`src/rtl/afp_pkg.sv`:
```
// Shared types and constants of the IMU angle frame parser.
`default_nettype none
package afp_pkg;

	localparam logic [7:0] HDR_FIRST  = 8'h55;
	localparam logic [7:0] HDR_SECOND = 8'h53;
	localparam logic [3:0] FRAME_LEN  = 4'd9;
	localparam int unsigned STORED_BYTES = 8;

	localparam int unsigned AFP_FIFO_DEPTH = 2;

	// angle = trunc(raw * 180 / 32768)
	localparam logic signed [23:0] ANGLE_SCALE = 24'sd180;
	localparam int unsigned ANGLE_SHIFT = 15;
	localparam logic signed [23:0] ANGLE_BIAS = 24'sd32767;

	// temp = trunc(raw * 5 / 17) + 3653; 1/17 as ceil(2^24 / 17), exact for |raw*5| <= 163840
	localparam logic [19:0] TEMP_RECIP = 20'd986896;
	localparam logic signed [15:0] TEMP_OFFSET = 16'sd3653;

	typedef struct packed {
		logic signed [15:0] word_x;
		logic signed [15:0] word_y;
		logic signed [15:0] word_z;
		logic signed [15:0] word_t;
	} frame_t;

	typedef struct packed {
		logic   valid;
		frame_t frame;
	} frame_push_t;

endpackage
`default_nettype wire

```
`src/rtl/afp_front.sv`:
```
// Byte front end: header search, payload capture, frame hand-off.
`default_nettype none
module afp_front (
	input  wire logic                clk,
	input  wire logic                arst_n,
	input  wire logic                byte_valid,
	output logic                     byte_ready,
	input  wire logic [7:0]          rx_byte,
	input  wire logic                queue_full,
	output afp_pkg::frame_push_t     push
);
	import afp_pkg::*;

	logic [7:0] prev_q;
	logic       armed_q;
	logic [3:0] count_q;
	logic [7:0] payload_q [STORED_BYTES];

	logic take;
	logic is_header;
	logic last_byte;

	assign byte_ready = !queue_full;
	assign take       = byte_valid && byte_ready;
	assign is_header  = (rx_byte == HDR_SECOND) && (prev_q == HDR_FIRST);
	assign last_byte  = armed_q && (count_q == FRAME_LEN - 4'd1);

	always_ff @(posedge clk or negedge arst_n) begin
		if (!arst_n) begin
			prev_q  <= '0;
			armed_q <= 1'b0;
			count_q <= '0;
		end else if (take) begin
			if (is_header) begin
				armed_q <= 1'b1;
				count_q <= '0;
			end else begin
				prev_q <= rx_byte;
				if (armed_q) begin
					count_q <= count_q + 4'd1;
					if (last_byte)
						armed_q <= 1'b0;
				end
			end
		end
	end

	// checksum byte (count 8) is not stored
	always_ff @(posedge clk) begin
		if (take && !is_header && armed_q && !count_q[3])
			payload_q[count_q[2:0]] <= rx_byte;
	end

	always_comb begin
		push.valid        = take && !is_header && last_byte;
		push.frame.word_x = {payload_q[1], payload_q[0]};
		push.frame.word_y = {payload_q[3], payload_q[2]};
		push.frame.word_z = {payload_q[5], payload_q[4]};
		push.frame.word_t = {payload_q[7], payload_q[6]};
	end

endmodule
`default_nettype wire

```
`src/rtl/afp_fifo.sv`:
```
// Short frame queue between the byte front end and the scaling back end.
`default_nettype none
module afp_fifo #(
	parameter int unsigned DEPTH = afp_pkg::AFP_FIFO_DEPTH
) (
	input  wire logic                clk,
	input  wire logic                arst_n,
	input  wire afp_pkg::frame_push_t push,
	output logic                     full,
	output logic                     head_valid,
	output afp_pkg::frame_t          head,
	input  wire logic                pop
);
	import afp_pkg::*;

	localparam int unsigned PW = $clog2(DEPTH);
	localparam int unsigned CW = $clog2(DEPTH + 1);

	frame_t        mem_q [DEPTH];
	logic [PW-1:0] wr_ptr_q;
	logic [PW-1:0] rd_ptr_q;
	logic [CW-1:0] count_q;

	logic do_push;
	logic do_pop;

	assign full       = (count_q == CW'(DEPTH));
	assign head_valid = (count_q != '0);
	assign head       = mem_q[rd_ptr_q];
	assign do_push    = push.valid && !full;
	assign do_pop     = pop && head_valid;

	always_ff @(posedge clk or negedge arst_n) begin
		if (!arst_n) begin
			wr_ptr_q <= '0;
			rd_ptr_q <= '0;
			count_q  <= '0;
		end else begin
			if (do_push)
				wr_ptr_q <= (wr_ptr_q == PW'(DEPTH - 1)) ? '0 : wr_ptr_q + PW'(1);
			if (do_pop)
				rd_ptr_q <= (rd_ptr_q == PW'(DEPTH - 1)) ? '0 : rd_ptr_q + PW'(1);
			unique case ({do_push, do_pop})
				2'b10:   count_q <= count_q + CW'(1);
				2'b01:   count_q <= count_q - CW'(1);
				default: count_q <= count_q;
			endcase
		end
	end

	always_ff @(posedge clk) begin
		if (do_push)
			mem_q[wr_ptr_q] <= push.frame;
	end

endmodule
`default_nettype wire

```
`src/rtl/afp_back.sv`:
```
// Scaling back end: three-stage pipeline from raw words to the result register.
`default_nettype none
module afp_back (
	input  wire logic             clk,
	input  wire logic             arst_n,
	input  wire logic             head_valid,
	input  wire afp_pkg::frame_t  head,
	output logic                  pop,
	output logic                  result_valid,
	input  wire logic             result_ready,
	output logic signed [8:0]     angle_x,
	output logic signed [8:0]     angle_y,
	output logic signed [8:0]     angle_z,
	output logic signed [14:0]    temp_centi,
	output logic signed [9:0]     pitch_deg,
	output logic signed [9:0]     roll_deg
);
	import afp_pkg::*;

	logic adv_out, adv_s2, adv_s1;
	logic valid_s1, valid_s2;

	// stage 1: angle products and |raw_t| * 5
	logic signed [23:0] prod_x_s1, prod_y_s1, prod_z_s1;
	logic [17:0]        tmag5_s1;
	logic               tneg_s1;

	// stage 2: whole-degree angles and temperature quotient
	logic signed [8:0]  ax_s2, ay_s2, az_s2;
	logic [13:0]        tq_s2;
	logic               tneg_s2;

	logic [16:0]        t_mag;
	logic signed [23:0] adj_x, adj_y, adj_z;
	logic [37:0]        t_prod;
	logic signed [15:0] t_signed;

	assign adv_out = !result_valid || result_ready;
	assign adv_s2  = !valid_s2 || adv_out;
	assign adv_s1  = !valid_s1 || adv_s2;
	assign pop     = head_valid && adv_s1;

	assign t_mag = head.word_t[15] ? 17'(-(17'(head.word_t))) : 17'(head.word_t);

	// toward-zero rounding: bias negatives before the arithmetic shift
	assign adj_x = prod_x_s1 + (prod_x_s1[23] ? ANGLE_BIAS : 24'sd0);
	assign adj_y = prod_y_s1 + (prod_y_s1[23] ? ANGLE_BIAS : 24'sd0);
	assign adj_z = prod_z_s1 + (prod_z_s1[23] ? ANGLE_BIAS : 24'sd0);
	assign t_prod = 38'(tmag5_s1) * 38'(TEMP_RECIP);

	assign t_signed = tneg_s2 ? -(16'(tq_s2)) : 16'(tq_s2);

	always_ff @(posedge clk or negedge arst_n) begin
		if (!arst_n) begin
			valid_s1     <= 1'b0;
			valid_s2     <= 1'b0;
			result_valid <= 1'b0;
		end else begin
			if (adv_s1)
				valid_s1 <= head_valid;
			if (adv_s2)
				valid_s2 <= valid_s1;
			if (adv_out)
				result_valid <= valid_s2;
		end
	end

	always_ff @(posedge clk) begin
		if (adv_s1) begin
			prod_x_s1 <= 24'(head.word_x) * ANGLE_SCALE;
			prod_y_s1 <= 24'(head.word_y) * ANGLE_SCALE;
			prod_z_s1 <= 24'(head.word_z) * ANGLE_SCALE;
			tmag5_s1  <= 18'({t_mag, 2'b00}) + 18'(t_mag);
			tneg_s1   <= head.word_t[15];
		end
		if (adv_s2) begin
			ax_s2   <= adj_x[23:ANGLE_SHIFT];
			ay_s2   <= adj_y[23:ANGLE_SHIFT];
			az_s2   <= adj_z[23:ANGLE_SHIFT];
			tq_s2   <= t_prod[37:24];
			tneg_s2 <= tneg_s1;
		end
		if (adv_out) begin
			angle_x    <= ax_s2;
			angle_y    <= ay_s2;
			angle_z    <= az_s2;
			temp_centi <= 15'(t_signed + TEMP_OFFSET);
			pitch_deg  <= 10'(ax_s2) - 10'(ay_s2);
			roll_deg   <= 10'(ax_s2) + 10'(ay_s2);
		end
	end

endmodule
`default_nettype wire

```
`src/rtl/imu_angle_frame_parser.sv`:
```
// Top level of the IMU angle frame parser.
`default_nettype none
// Takes one received byte per cycle on the byte channel and hunts for the header pair
// 0x55 0x53; the nine bytes after a header form a frame (the ninth, the checksum, is not
// checked). Each complete frame yields one result: X/Y/Z angles in whole degrees, the
// temperature in hundredths of a degree C, and pitch (X-Y) and roll (X+Y). A header seen
// mid-frame restarts the frame. Bytes are taken every cycle as long as the frame queue
// (FIFO_DEPTH entries) has room; a frame's result passes from the queue write through
// two scaling stages to the result register, and the scaling pipeline sustains one
// result per cycle while result_ready is high, so a stalled result port only backs up
// into the byte port once the queue and pipeline are full.
module imu_angle_frame_parser #(
	parameter int unsigned FIFO_DEPTH = afp_pkg::AFP_FIFO_DEPTH
) (
	input  wire logic          clk,
	input  wire logic          arst_n,
	input  wire logic          byte_valid,
	output logic               byte_ready,
	input  wire logic [7:0]    rx_byte,
	output logic               result_valid,
	input  wire logic          result_ready,
	output logic signed [8:0]  angle_x,
	output logic signed [8:0]  angle_y,
	output logic signed [8:0]  angle_z,
	output logic signed [14:0] temp_centi,
	output logic signed [9:0]  pitch_deg,
	output logic signed [9:0]  roll_deg
);
	import afp_pkg::*;

	frame_push_t push;
	frame_t      head;
	logic        queue_full;
	logic        head_valid;
	logic        pop;

	afp_front u_front (
		.clk        (clk),
		.arst_n     (arst_n),
		.byte_valid (byte_valid),
		.byte_ready (byte_ready),
		.rx_byte    (rx_byte),
		.queue_full (queue_full),
		.push       (push)
	);

	afp_fifo #(
		.DEPTH (FIFO_DEPTH)
	) u_fifo (
		.clk        (clk),
		.arst_n     (arst_n),
		.push       (push),
		.full       (queue_full),
		.head_valid (head_valid),
		.head       (head),
		.pop        (pop)
	);

	afp_back u_back (
		.clk          (clk),
		.arst_n       (arst_n),
		.head_valid   (head_valid),
		.head         (head),
		.pop          (pop),
		.result_valid (result_valid),
		.result_ready (result_ready),
		.angle_x      (angle_x),
		.angle_y      (angle_y),
		.angle_z      (angle_z),
		.temp_centi   (temp_centi),
		.pitch_deg    (pitch_deg),
		.roll_deg     (roll_deg)
	);

endmodule
`default_nettype wire

```
`config.mk`:
```
export PLATFORM = sky130hd
export DESIGN_NAME = imu_angle_frame_parser
export DESIGN_NICKNAME = d
export VERILOG_FILES = /design/src/rtl/afp_pkg.sv /design/src/rtl/afp_front.sv /design/src/rtl/afp_fifo.sv /design/src/rtl/afp_back.sv /design/src/rtl/imu_angle_frame_parser.sv
export SDC_FILE = /design/constraint.sdc
export NUM_CORES = 1
export LEC_CHECK = 0
export BUFFER_PORTS_ARGS = -buffer_cell sky130_fd_sc_hd__buf_2
export CORE_MARGIN = 2
export CORE_UTILIZATION = 30
export DETAILED_ROUTE_END_ITERATION = 10
export SYNTH_ARGS = -nofsm -noshare
export SYNTH_HDL_FRONTEND = slang
export SYNTH_SLANG_ARGS = --single-unit
```
`constraint.sdc`:
```
create_clock -name clk -period 5.6 [get_ports clk]
set_clock_uncertainty 0.15 [all_clocks]
set_input_delay 1.12 -clock clk [delete_from_list [all_inputs] [get_ports clk]]
set_output_delay 1.12 -clock clk [all_outputs]
set_load 0.01 [all_outputs]
```
# Word level (Yosys, flattened, before mapping)
# Memory sizes are Yosys's and may differ from the RTL's.
# Cells that the tools add are included.
word_totals:
  inputBits: 12
  output_inout_bits: 64
  word_cells: 93
  mem_count: 2
  mem_bits_rw: 192
  regBits: 209
classes:
  n_mul: 4
  n_eq_ne: 6
  mux: 17
  addsub: 14
  bitwise_logic: 1
  n_reduce_logical: 24
memory_table:
  columns: ["name", "words", "width", "rd", "rd_clocked_by_memory_dff", "wr", "line", "source"]
  rows:
  - ["u_fifo.mem_q", 2, 64, 1, 0, 1, "afp_fifo.sv:19", "frame_t mem_q [DEPTH];"]
  - ["u_front.payload_q", 8, 8, 8, 0, 1, "afp_front.sv:17", "logic [7:0] payload_q [STORED_BYTES];"]
ops:
  columns: ["operator", "count"]
  rows:
  - ["adder 24 bit", 3]
  - ["multiplier 16 x 7 -> 22 bit, second input constant", 3]
  - ["two-way mux 15 bit", 4]
  - ["multiplier 18 x 16 -> 34 bit, second input constant", 1]
  - ["adder 18 x 17 -> 18 bit", 1]
  - ["two-way mux 17 bit", 1]
  - ["negation 16 -> 17 bit", 1]
  - ["== test 8 x 7 -> 1 bit, second input constant", 2]
  - ["adder 15 x 13 -> 15 bit, second input constant", 1]
  - ["negation 14 -> 15 bit", 1]
  - ["adder 9 x 9 -> 10 bit", 1]
  - ["logical AND 1 bit", 10]
  - ["subtractor 9 x 9 -> 10 bit", 1]
  - ["two-way mux 1 bit", 9]
  - ["two-way mux 4 bit", 2]
  - ["zero test 1 bit", 6]
  - ["nonzero test 2 bit", 3]
  - ["adder 4 x 1 -> 4 bit, second input constant", 1]
  - ["== test 2 bit, second input constant", 2]
  - ["== test 4 bit, second input constant", 1]
  - ["one-hot mux 2 bit (2 select lines)", 1]
  - ["AND reduction 2 bit", 2]
  - ["logical OR 1 bit", 3]
  - ["adder 1 bit, second input constant", 2]
  - ["other kinds (4)", 4]

# Logic depth before layout (Yosys ltp)
# Gate-level depths: netlist (run 1).
logic_depth:
  ltp_word: 8
  mapped_depth: 22
  ltp_nobuf: 20

# Hierarchy
# A second synthesis (run 1) with hierarchy kept.
hier_totals:
  cells_unflattened: 2128
  hier_area_um2: 27072.2
modules_own_cells:
  columns: ["mod", "seq_area_each_um2", "n_inst", "cells_each", "area_per_inst_um2"]
  rows:
  - ["afp_back", 5720.5, 1, 1777, 19378.6]
  - ["afp_fifo", 3943.8, 1, 217, 5023.6]
  - ["afp_front", 2247.2, 1, 134, 2670.1]

# Worst setup path before layout (run 1)
# OpenSTA, ideal clock, no wires.
synth_path:
  path_type: "reg-to-reg"
  start: "reg u_fifo.rd_ptr_q"
  end: "reg u_back.prod_y_s1[23] (data pin)"
  required_ps: 5192
  period_less_slack_ps: 5971
  setup_time_ps: 258
  path_stages_with_launch: 22
  slack_ps: -371
  n_path_buf: 5
  arrival_time_ps: 5564
  path_cell_list: "dfrtp_1 > buf_2 > buf_2 > buf_1 > clkbuf_1 > buf_1 > mux2_2 > ha_1 > ha_1 > inv_1 > fa_1 > fa_1 > inv_1 > ha_1 > o211ai_1 > o21bai_1 > o21a_1 > o31ai_1 > o2111ai_1 > o21a_1 > a31oi_1 > xnor2_1"
synth_via:
  elab_chain_len: 2
synth_rtl:
  columns: ["element", "line", "source"]
  rows:
  - ["start, declared", "afp_fifo.sv:21", "logic [PW-1:0] rd_ptr_q;"]
  - ["start signal, assigned", "afp_fifo.sv:42", "rd_ptr_q <= (rd_ptr_q == PW'(DEPTH - 1)) ? '0 : rd_ptr_q + PW'(1);"]
  - ["memory (2 x 64 bit)", null, null]
  - ["multiplier 16 x 7 -> 22 bit", "afp_back.sv:71", "prod_y_s1 <= 24'(head.word_y) * ANGLE_SCALE;"]
  - ["end signal, assigned", "afp_back.sv:71", null]
  - ["end, declared", "afp_back.sv:24", "logic signed [23:0] prod_x_s1, prod_y_s1, prod_z_s1;"]
# Every way passes these cells.
# A chain may end at the register's enable or synchronous reset.

# Final worst setup path (run 1)
layout_path:
  start: "reg u_back.tmag5_s1[3]"
  end: "reg u_back.tq_s2[12] (data pin)"
layout_via:
  elab_chain_len: 1
layout_rtl:
  columns: ["element", "line", "source"]
  rows:
  - ["start, declared", "afp_back.sv:25", "logic [17:0] tmag5_s1;"]
  - ["start signal, assigned", "afp_back.sv:73", "tmag5_s1 <= 18'({t_mag, 2'b00}) + 18'(t_mag);"]
  - ["multiplier 18 x 16 -> 34 bit", "afp_back.sv:49", "assign t_prod = 38'(tmag5_s1) * 38'(TEMP_RECIP);"]
  - ["named net u_back.t_prod[36]", "afp_back.sv:35", "logic [37:0] t_prod;"]
  - ["end signal, assigned", "afp_back.sv:80", "tq_s2 <= t_prod[37:24];"]
  - ["end, declared", "afp_back.sv:30", "logic [13:0] tq_s2;"]
# The timed path passes the listed nets, and every way through them passes these cells.

==> impl_summary.txt, run 1 <==
----------------------------------------------------
[Floorplanning]
  I/O Pins ... 76
  Placeable core region ... around 90000 um^2
  Initial core utilization ... 30.2%
  Total die area ... a little over 90000 um^2
  Cell row count ... 110
  Die Span Y ... roughly 300 um
  Die Wd ... about 300 um

[Logic synthesis]
  Compound-gate portion of the synthesized area ... 7.39%
  FFs w/ async S/R, synth ... 5.00%
  Synth Area in Adders ... 29.0%
  Multiplexer fraction of the synthesized cell area ... 2.62%
  Number of standard cells after synthesis ... roughly 2.2k
  Area fraction in and, or, nand and nor cells after synthesis ... approximately 6.3%
  #FFs+latches synth ... 400
  Warning count from the yosys run ... 0
  Number of synthesized flops with an enable pin ... 380
  Syn_area_per_cell ... 12.2 um^2
  Top_reg_cell synth ... sky130_fd_sc_hd__edfxtp_1
  Count of different cell masters after synthesis ... 72
  Syn Std Cell Area ... roughly 27000 um^2
  Share of the yosys chip area belonging to registers ... a little over two fifths
  Syn_nets ... ~2.8k
  Area share of xor/xnor cells in the synthesized design ... 5.17%
  Main combinational cell family by area after synthesis ... adder cells

[Finish]
  Flip-flop and latch area ... about 12000 um^2
  Filler Cell Count ... just under 9k
  Antenna Cells ... 0
  Area of the multi-input gates ... 13800 um^2
  Number of nets at the end of the flow ... 2918
  Area Overhead vs Synth ... 14.7%
  Fraction of layout cells with a size suffix above 1 ... 12.3%
  Area of all placed cells without fillers ... 31100 um^2

[Placed design]
  Cell area reported after detailed placement ... 29400 um^2
  Placer congestion estimate ... just over 0.8
  Hpwl dp ... 38700 um
  Buffers added on ports ... 75

[Clocking]
  Maximum buffer depth of the clock tree ... 3
  Total clock sinks ... 400
  Clock edge transition at the registers on the reported setup and hold paths ... 0.06 ns
  Hold-fix buffers at CTS ... 0
  Clock H-tree levels ... 2
  Skew-Pair Late Insertion Delay ... just over 0.6 ns
  Number of buffers inserted during clock tree synthesis ... between 40 and 50
  Buffer type at the clock tree root ... sky130_fd_sc_hd__clkbuf_16
  Clock tree from TritonCTS ... yes

[Worst setup path]
  Startpoint class of the critical path ... flop
  Signal arrival time at the worst endpoint ... 5.85 ns
  Crit Path Class ... flop to flop
  Endpoint type of the worst setup path ... flop
  Data required time of the critical path ... 5.85 ns
  Highest fanout seen on the critical path ... 5
  Worst reg-to-reg setup slack ... 0.006 ns

[STA]
  Slew @ Worst Pin ... a little over 0.9 ns
  Max Clk Rate ... 179 MHz
  Period utilization ... 99.9%
  Slew Limit Fails ... 0
  Final number of setup-violating endpoints ... 0
  Final Hold Viols ... 0
  RSZ-0062 raised after global routing ... true
  Time the worst path needs with I/O delays and setup ... between 5 and 6 ns
  Max-slew headroom at the worst pin ... roughly two fifths

[Routing]
  First DRT Iteration DRCs ... 731
  Overall routed net length ... 50200 um
  Antenna viol nets, final ... 0
  Count of unresolved DRC violations after routing ... 0
  Router iterations before antenna repair ... 5
  Routed length per instance ... about 14 um
  Per-cell via count in the routed design ... 4.36
  Vias ... roughly 16k

[Run status]
  Run status ... finished, final reports clean

[GRT]
  GRT Resource Usage Total ... a little over a tenth
  First-pass GRT wire length ... 83300 um
  Pin count of the biggest net entering global routing ... 65
  Vias in the first global route ... 16.2k
  Antenna violations before repair ... 2
  Total overflow reported by the global router ... 0

[Run]
  Maximum capacitance violations ... 0

[Hold path]
  Class of the tightest hold or removal check ... flop to flop

----------------------------------------------------
[logic make-up (layout without fill, tap and decap cells)]
kind of cell,Yosys count,in the layout
and+or+nand+nor,350,350
muxes,66,66
AOI/OAI and AO/OA,318,318
buffers and inverters,400,595
adders and majority gates,526,526
other,1,1
xor gates and xnor gates,160,160
DFF,400,400
[cells in the mapped netlist, drive strengths merged, types with 30 or more instances]
library cell | count | area, um^2
xnor2 | 114 | 998
ha | 357 | 4470
o21ai | 78 | 390
nor3 | 30 | 150
xor2 | 46 | 403
nor2 | 84 | 315
edfxtp | 380 | 11400
fa | 169 | 3380
mux2 | 39 | 439
inv | 375 | 1410
nand2 | 106 | 398
a21oi | 98 | 494
[metal layers]
layer  GRT usage, %  routed length, um  vias to the layer above
met5              0                  0                        -
met4           2.76                891                        0
met3           1.72               1620                       61
met2           18.9              23600                      179
met1           14.4              24000                     7423
li1               -                  -                     8016
[area by class of cell]
class / instances / area share (%)
clock buffers: 48 / 3.59
clock inverters: 34 / 1.47
inverters: 377 / 4.55
multi-input cells: 1421 / 44.5
flip-flops and latches: 400 / 38.3
well taps: 1176 / 4.73
repair buffers: 136 / 2.85
[sequential cells by signal (all words and copies together), names as in the netlist, 9 cells and up]
name / flops
u_back.temp_centi: 15
u_back.tmag5_s1: 18
u_back.prod_y_s1: 22
u_back.roll_deg: 10
u_back.ax_s2: 9
u_front.payload_q: 64
u_back.az_s2: 9
u_back.pitch_deg: 9
u_back.ay_s2: 9
u_back.angle_z: 9
u_back.angle_y: 9
u_back.prod_x_s1: 22
u_fifo.mem_q: 128
u_back.angle_x: 9
u_back.tq_s2: 14
u_back.prod_z_s1: 22
[per-stage QoR]
step           setup WS, ns  TNS [ns]  util, %  cells  hold WS, ns
2_1_floorplan        -0.263    -33.75        -   2221        0.250
3_3_place_gp         -0.149    -0.885     32.7   3506        0.253
3_5_place_dp         -0.243     -1.95     32.7   3506        0.255
4_1_cts             0.00285         0     34.6   3591        0.267
5_1_grt              -0.206     -1.47     34.6   3592        0.273
6_report            0.00559         0     34.6   3592        0.268
[repair_timing]
action / CTS / global route
gates cloned: 0 / 0
endpoints found under the hold margin: 0 / 0
setup buffers: 4 / 1
endpoints found under the setup margin: 11 / 14
pin swaps: 27 / 26
resized for setup: 11 / 15
[placed cells by master, fill, tap and decap left out, types with 5 or more instances in the layout]
| master | Yosys | final |
|---|---|---|
| sky130_fd_sc_hd__edfxtp_1 | 380 | 380 |
| sky130_fd_sc_hd__o31ai_1 | 8 | 6 |
| sky130_fd_sc_hd__nand4_1 | 13 | 13 |
| sky130_fd_sc_hd__clkinv_2 | 0 | 11 |
| sky130_fd_sc_hd__nand2b_1 | 26 | 26 |
| sky130_fd_sc_hd__a21boi_0 | 5 | 5 |
| sky130_fd_sc_hd__buf_4 | 1 | 56 |
| sky130_fd_sc_hd__and2_1 | 6 | 6 |
| sky130_fd_sc_hd__and3_1 | 12 | 12 |
| sky130_fd_sc_hd__xnor2_1 | 114 | 114 |
| sky130_fd_sc_hd__nor2_1 | 84 | 82 |
| sky130_fd_sc_hd__or2_2 | 6 | 6 |
| sky130_fd_sc_hd__clkbuf_16 | 0 | 44 |
| sky130_fd_sc_hd__a21oi_1 | 97 | 96 |
| sky130_fd_sc_hd__bufinv_16 | 0 | 9 |
| sky130_fd_sc_hd__clkinv_1 | 2 | 8 |
| sky130_fd_sc_hd__nor3_1 | 30 | 29 |
| sky130_fd_sc_hd__o21a_1 | 11 | 11 |
| sky130_fd_sc_hd__mux2i_1 | 27 | 27 |
| sky130_fd_sc_hd__a211oi_1 | 8 | 7 |
| sky130_fd_sc_hd__xor2_1 | 46 | 46 |
| sky130_fd_sc_hd__buf_2 | 4 | 75 |
| sky130_fd_sc_hd__or3_1 | 7 | 7 |
| sky130_fd_sc_hd__nor2b_1 | 15 | 15 |
| sky130_fd_sc_hd__ha_1 | 357 | 355 |
| sky130_fd_sc_hd__nand3_1 | 23 | 21 |
| sky130_fd_sc_hd__nand2_1 | 106 | 105 |
| sky130_fd_sc_hd__fa_1 | 169 | 167 |
| sky130_fd_sc_hd__inv_2 | 0 | 12 |
| sky130_fd_sc_hd__o211ai_1 | 8 | 8 |
| sky130_fd_sc_hd__dfrtp_1 | 20 | 19 |
| sky130_fd_sc_hd__mux2_2 | 39 | 39 |
| sky130_fd_sc_hd__inv_1 | 375 | 363 |
| sky130_fd_sc_hd__a31oi_1 | 15 | 15 |
| sky130_fd_sc_hd__o21ai_0 | 77 | 73 |
| sky130_fd_sc_hd__a21o_1 | 28 | 28 |
| sky130_fd_sc_hd__o21bai_1 | 16 | 16 |
[worst max-delay path: stages, from the launching register on]
cell and delay [ns]:
sky130_fd_sc_hd__edfxtp_1 0.40, sky130_fd_sc_hd__inv_2 0.12, sky130_fd_sc_hd__buf_6 0.10, sky130_fd_sc_hd__fa_1 0.40, sky130_fd_sc_hd__inv_2 0.09, sky130_fd_sc_hd__fa_2 0.46
sky130_fd_sc_hd__fa_2 0.55, sky130_fd_sc_hd__fa_1 0.43, sky130_fd_sc_hd__fa_1 0.53, sky130_fd_sc_hd__inv_2 0.04, sky130_fd_sc_hd__fa_1 0.47, sky130_fd_sc_hd__inv_1 0.04
sky130_fd_sc_hd__ha_1 0.20, sky130_fd_sc_hd__a21o_1 0.17, sky130_fd_sc_hd__a21o_1 0.17, sky130_fd_sc_hd__a211oi_2 0.27, sky130_fd_sc_hd__o211a_4 0.26, sky130_fd_sc_hd__o21ba_4 0.20
sky130_fd_sc_hd__o21ai_4 0.08, sky130_fd_sc_hd__a221oi_2 0.28
[worst paths after layout]
| path | startpoint | end | cells after the start |
|---|---|---|---|
| min in group asynchronous | arst_n | u_front.prev_q[4]$_DFFE_PN0P_ | 1 |
| max in group asynchronous | arst_n | u_fifo.rd_ptr_q$_DFFE_PN0P_ | 1 |
| worst max-delay path | u_back.tmag5_s1[3]$_DFFE_PN_ | u_back.tq_s2[12]$_DFFE_PP_ | 19 |
| worst max register to register | u_back.tmag5_s1[3]$_DFFE_PN_ | u_back.tq_s2[12]$_DFFE_PP_ | 19 |
| worst min-delay path | u_back.az_s2[6]$_DFFE_PP_ | u_back.angle_z[6]$_DFFE_PP_ | 0 |
| worst min register to register | u_back.az_s2[6]$_DFFE_PP_ | u_back.angle_z[6]$_DFFE_PP_ | 0 |
Power of run 1 is not shown: default switching activity piles up to over one toggle a cycle in this logic, so the estimate is an artifact.
==> run 2, diff against run 1 <==
ABC_AREA = 1   (was not set)
==> impl_summary.txt, run 2 <==
----------------------------------------------------
[Run status]
  Run status ... finished, final reports clean

[Finish]
  Post-Layout Cell Count ... 4112 (+14%)
  Area of all placed cells without fillers ... 31600 um^2 (+1.8%)
  Fraction of layout cells with a size suffix above 1 ... 8.15% (-4.2 points)
  Number of nets at the end of the flow ... 3365 (+15%)
  Leading cell type in the layout, fill and taps excluded ... sky130_fd_sc_hd__inv_1
  Area Overhead vs Synth ... 12.5%
  Register ranked first by flip-flop count ... u_fifo.mem_q
  Antenna Cells ... 0 (unchanged)
  Max FFs per register ... 128 (unchanged)
  Top library cells by usage in the layout, fill and taps aside ... 507 x sky130_fd_sc_hd__inv_1, 464 x sky130_fd_sc_hd__nand2_1, 380 x sky130_fd_sc_hd__edfxtp_1

[Routing]
  Vias ... 18.0k (+15%)
  Count of unresolved DRC violations after routing ... 0 (unchanged)
  Overall routed net length ... 56200 um (+12%)
  Antenna viol nets, final ... 0 (unchanged)
  Router iterations before antenna repair ... 5 (unchanged)
  First DRT Iteration DRCs ... 994 (+36%)
  Routed length per instance ... 13.7 um (-2.1%)
  Per-cell via count in the routed design ... 4.38 (+0.34%)

[Floorplanning]
  Placeable core region ... 93000 um^2 (+3.7%)
  Die Span Y ... 310 um (+1.8%)
  I/O Pins ... 76 (unchanged)
  Initial core utilization ... 30.2% (about the same)
  Die Wd ... 310 um (+1.8%)
  Total die area ... 96200 um^2 (+3.7%)
  Cell row count ... 112 (+1.8%)

[Clocking]
  Clock H-tree levels ... 2 (unchanged)
  Total clock sinks ... 400 (unchanged)
  Skew-Pair Late Insertion Delay ... 0.59 ns (-0.02 ns)
  Clock edge transition at the registers on the reported setup and hold paths ... 0.06 ns (about the same)
  Hold-fix buffers at CTS ... 0 (unchanged)
  Maximum buffer depth of the clock tree ... 3 (unchanged)
  Number of buffers inserted during clock tree synthesis ... 41 (-6.8%)
  Clock tree from TritonCTS ... yes
  Buffer type at the clock tree root ... sky130_fd_sc_hd__clkbuf_16

[Logic synthesis]
  Most frequent cell after synthesis ... sky130_fd_sc_hd__inv_1
  Syn Std Cell Area ... 28100 um^2 (+3.8%)
  Post-synth top cells ... 509 x sky130_fd_sc_hd__inv_1, 469 x sky130_fd_sc_hd__nand2_1, 380 x sky130_fd_sc_hd__edfxtp_1
  FFs w/ async S/R, synth ... 5.00% (unchanged)
  Number of synthesized flops with an enable pin ... 380 (unchanged)
  Top_reg_cell synth ... sky130_fd_sc_hd__edfxtp_1
  Share of the yosys chip area belonging to registers ... 42.4% (-1.6 points)
  Top cell type's share of synthesized area ... 40.6% (-1.5 points)
  Syn_nets ... 3238 (+17%)
  Cell taking the most area after synthesis ... sky130_fd_sc_hd__edfxtp_1
  Syn_area_per_cell ... 10.4 um^2 (-15%)
  #FFs+latches synth ... 400 (unchanged)
  Area contributors post-synth ... sky130_fd_sc_hd__edfxtp_1 41%, sky130_fd_sc_hd__ha_1 16%, sky130_fd_sc_hd__fa_1 12%
  Count of different cell masters after synthesis ... 51 (-29%)
  Warning count from the yosys run ... 0 (unchanged)
  Number of standard cells after synthesis ... 2700 (+22%)

[Worst setup path]
  Number of buffer and inverter instances along the worst setup path ... 7 (+2)
  Slowest library cell on the worst path ... sky130_fd_sc_hd__fa_1
  Cell Chain, Critical Path ... inv_2, fa_1, inv_1, fa_1, fa_1, inv_1, fa_1, inv_1, fa_1, inv_1, fa_1, inv_1, ha_4, nand2_1, nor2_1, inv_1, nor2_2, nand3_1, nand3_2, nand3_2, nand3_1, nand2_1
  Highest fanout seen on the critical path ... 3 (-2)
  Endpoint type of the worst setup path ... flop
  Critical path's top delay family ... adder cells
  Startpoint class of the critical path ... flop
  Crit Path Class ... flop to flop
  Signal arrival time at the worst endpoint ... 5.57 ns (-0.28 ns)
  Data required time of the critical path ... 5.78 ns (-0.07 ns)
  Max incr delay on CP ... 0.53 ns (-0.02 ns)

[GRT]
  Antenna violations before repair ... 2 (unchanged)
  Total overflow reported by the global router ... 0 (unchanged)
  Pin count of the biggest net entering global routing ... 64 (-1.5%)
  First-pass GRT wire length ... 92100 um (+11%)
  Vias in the first global route ... 18.2k (+12%)
  GRT Resource Usage Total ... 12.0% (+0.96 points)

[Placed design]
  Post-placement setup slack ... 0.0959 ns (+0.339 ns)
  Cell Count Post-Placement ... 4035 (+15%)
  Buffers added on ports ... 75 (unchanged)
  Hpwl dp ... 43900 um (+13%)
  Cell area reported after detailed placement ... 30200 um^2 (+2.8%)
  Placer congestion estimate ... 0.854 (+5.6%)

[Pwr]
  Leakage power ... 14.7 nW
  Final Total Pwr ... 0.00714 W
  Pwr dens ... 226 nW/um^2
  Peak supply drop ... 0.260 mV

[STA]
  RSZ-0062 raised after global routing ... true
  Time the worst path needs with I/O delays and setup ... 5.39 ns (-0.209 ns)
  Final Hold Viols ... 0 (unchanged)
  Slew @ Worst Pin ... 1.09 ns (+0.183 ns)
  Slew Limit Fails ... 0 (unchanged)
  Period utilization ... 96.2% (-3.7 points)
  Total negative slack ... 0 ns (unchanged)
  Final WS setup ... 0.215 ns (+0.209 ns)
  Max-slew headroom at the worst pin ... 27.0% (-12 points)
  Max Clk Rate ... 186 MHz (+3.9%)
  Final number of setup-violating endpoints ... 0 (unchanged)

[Hold path]
  Class of the tightest hold or removal check ... flop to flop

[Run]
  Maximum capacitance violations ... 0 (unchanged)

----------------------------------------------------
-- run 2: power by group --
group          internal, W  switching, W
sequential         0.00339     0.0000681
clock              0.00158       0.00120
combinational     0.000335      0.000569
total              0.00530       0.00184
-- run 2: layer usage --
layer	vias to the layer above	GRT usage, %	routed length, um
met5	-	0	0
met4	0	2.84	1150
met3	66	1.76	2070
met2	252	21.0	26800
met1	8530	15.5	26100
li1	9162	-	-
-- run 2: repair_timing --
item / 4_1_cts / 5_1_grt
gates resized for setup: 0 / 27
buffers inserted: 0 / 3
endpoints found under the setup margin: 0 / 13
-- run 2: kinds of logic after synthesis --
kind of cell,after synthesis,synth area share [%]
AND/OR/NAND/NOR,793,11.8
adder cells (fa/ha/maj),526,27.9
XOR/XNOR,140,4.36
buffers and inverters,530,7.25
multiplexers,9,0.374
other,1,0.0133
flip-flops,400,42.4
AO/OA/AOI/OAI,301,5.93
-- run 2: final timing paths --
check	slack (ns)	endpoint	cells past startpoint	from
min reg2reg	0.27	u_back.angle_z[4]$_DFFE_PP_	0	u_back.az_s2[4]$_DFFE_PP_
max	0.21	u_back.tq_s2[13]$_DFFE_PP_	22	u_back.tmag5_s1[3]$_DFFE_PN_
min	0.27	u_back.angle_z[4]$_DFFE_PP_	0	u_back.az_s2[4]$_DFFE_PP_
max in group asynchronous	4.57	u_fifo.rd_ptr_q$_DFFE_PN0P_	1	arst_n
min in group asynchronous	0.35	u_back.result_valid$_DFFE_PN0P_	1	arst_n
max reg2reg	0.21	u_back.tq_s2[13]$_DFFE_PP_	22	u_back.tmag5_s1[3]$_DFFE_PN_
-- run 2: area by class of cell --
cell class              instances  area [um^2]
well taps                    1254         1570
multi-input cells            1770        14300
repair buffers                103          623
flip-flops and latches        400        11900
inverters                     511         1920
clock inverters                23          254
fillers                      9449        61400
clock buffers                  51         1080
-- run 2: worst reg2reg max path: stages, from the launching register on --
cell                       delay (ns)
sky130_fd_sc_hd__edfxtp_1        0.37
sky130_fd_sc_hd__inv_2           0.08
sky130_fd_sc_hd__fa_1            0.53
sky130_fd_sc_hd__inv_1           0.07
sky130_fd_sc_hd__fa_1            0.50
sky130_fd_sc_hd__fa_1            0.49
sky130_fd_sc_hd__inv_1           0.05
sky130_fd_sc_hd__fa_1            0.53
sky130_fd_sc_hd__inv_1           0.05
sky130_fd_sc_hd__fa_1            0.52
sky130_fd_sc_hd__inv_1           0.05
sky130_fd_sc_hd__fa_1            0.53
sky130_fd_sc_hd__inv_1           0.07
sky130_fd_sc_hd__ha_4            0.30
sky130_fd_sc_hd__nand2_1         0.11
sky130_fd_sc_hd__nor2_1          0.11
sky130_fd_sc_hd__inv_1           0.08
sky130_fd_sc_hd__nor2_2          0.12
sky130_fd_sc_hd__nand3_1         0.11
sky130_fd_sc_hd__nand3_2         0.10
sky130_fd_sc_hd__nand3_2         0.07
sky130_fd_sc_hd__nand3_1         0.09
sky130_fd_sc_hd__nand2_1         0.06
-- run 2: per-stage QoR --
stage | utilization (%) | hold slack [ns]
2_1_floorplan | - | 0.250
3_3_place_gp | 32.5 | 0.254
3_5_place_dp | 32.5 | 0.256
4_1_cts | 33.9 | 0.274
5_1_grt | 34.0 | 0.281
6_report | 34.0 | 0.275
(Power assumes the default switching activity.)
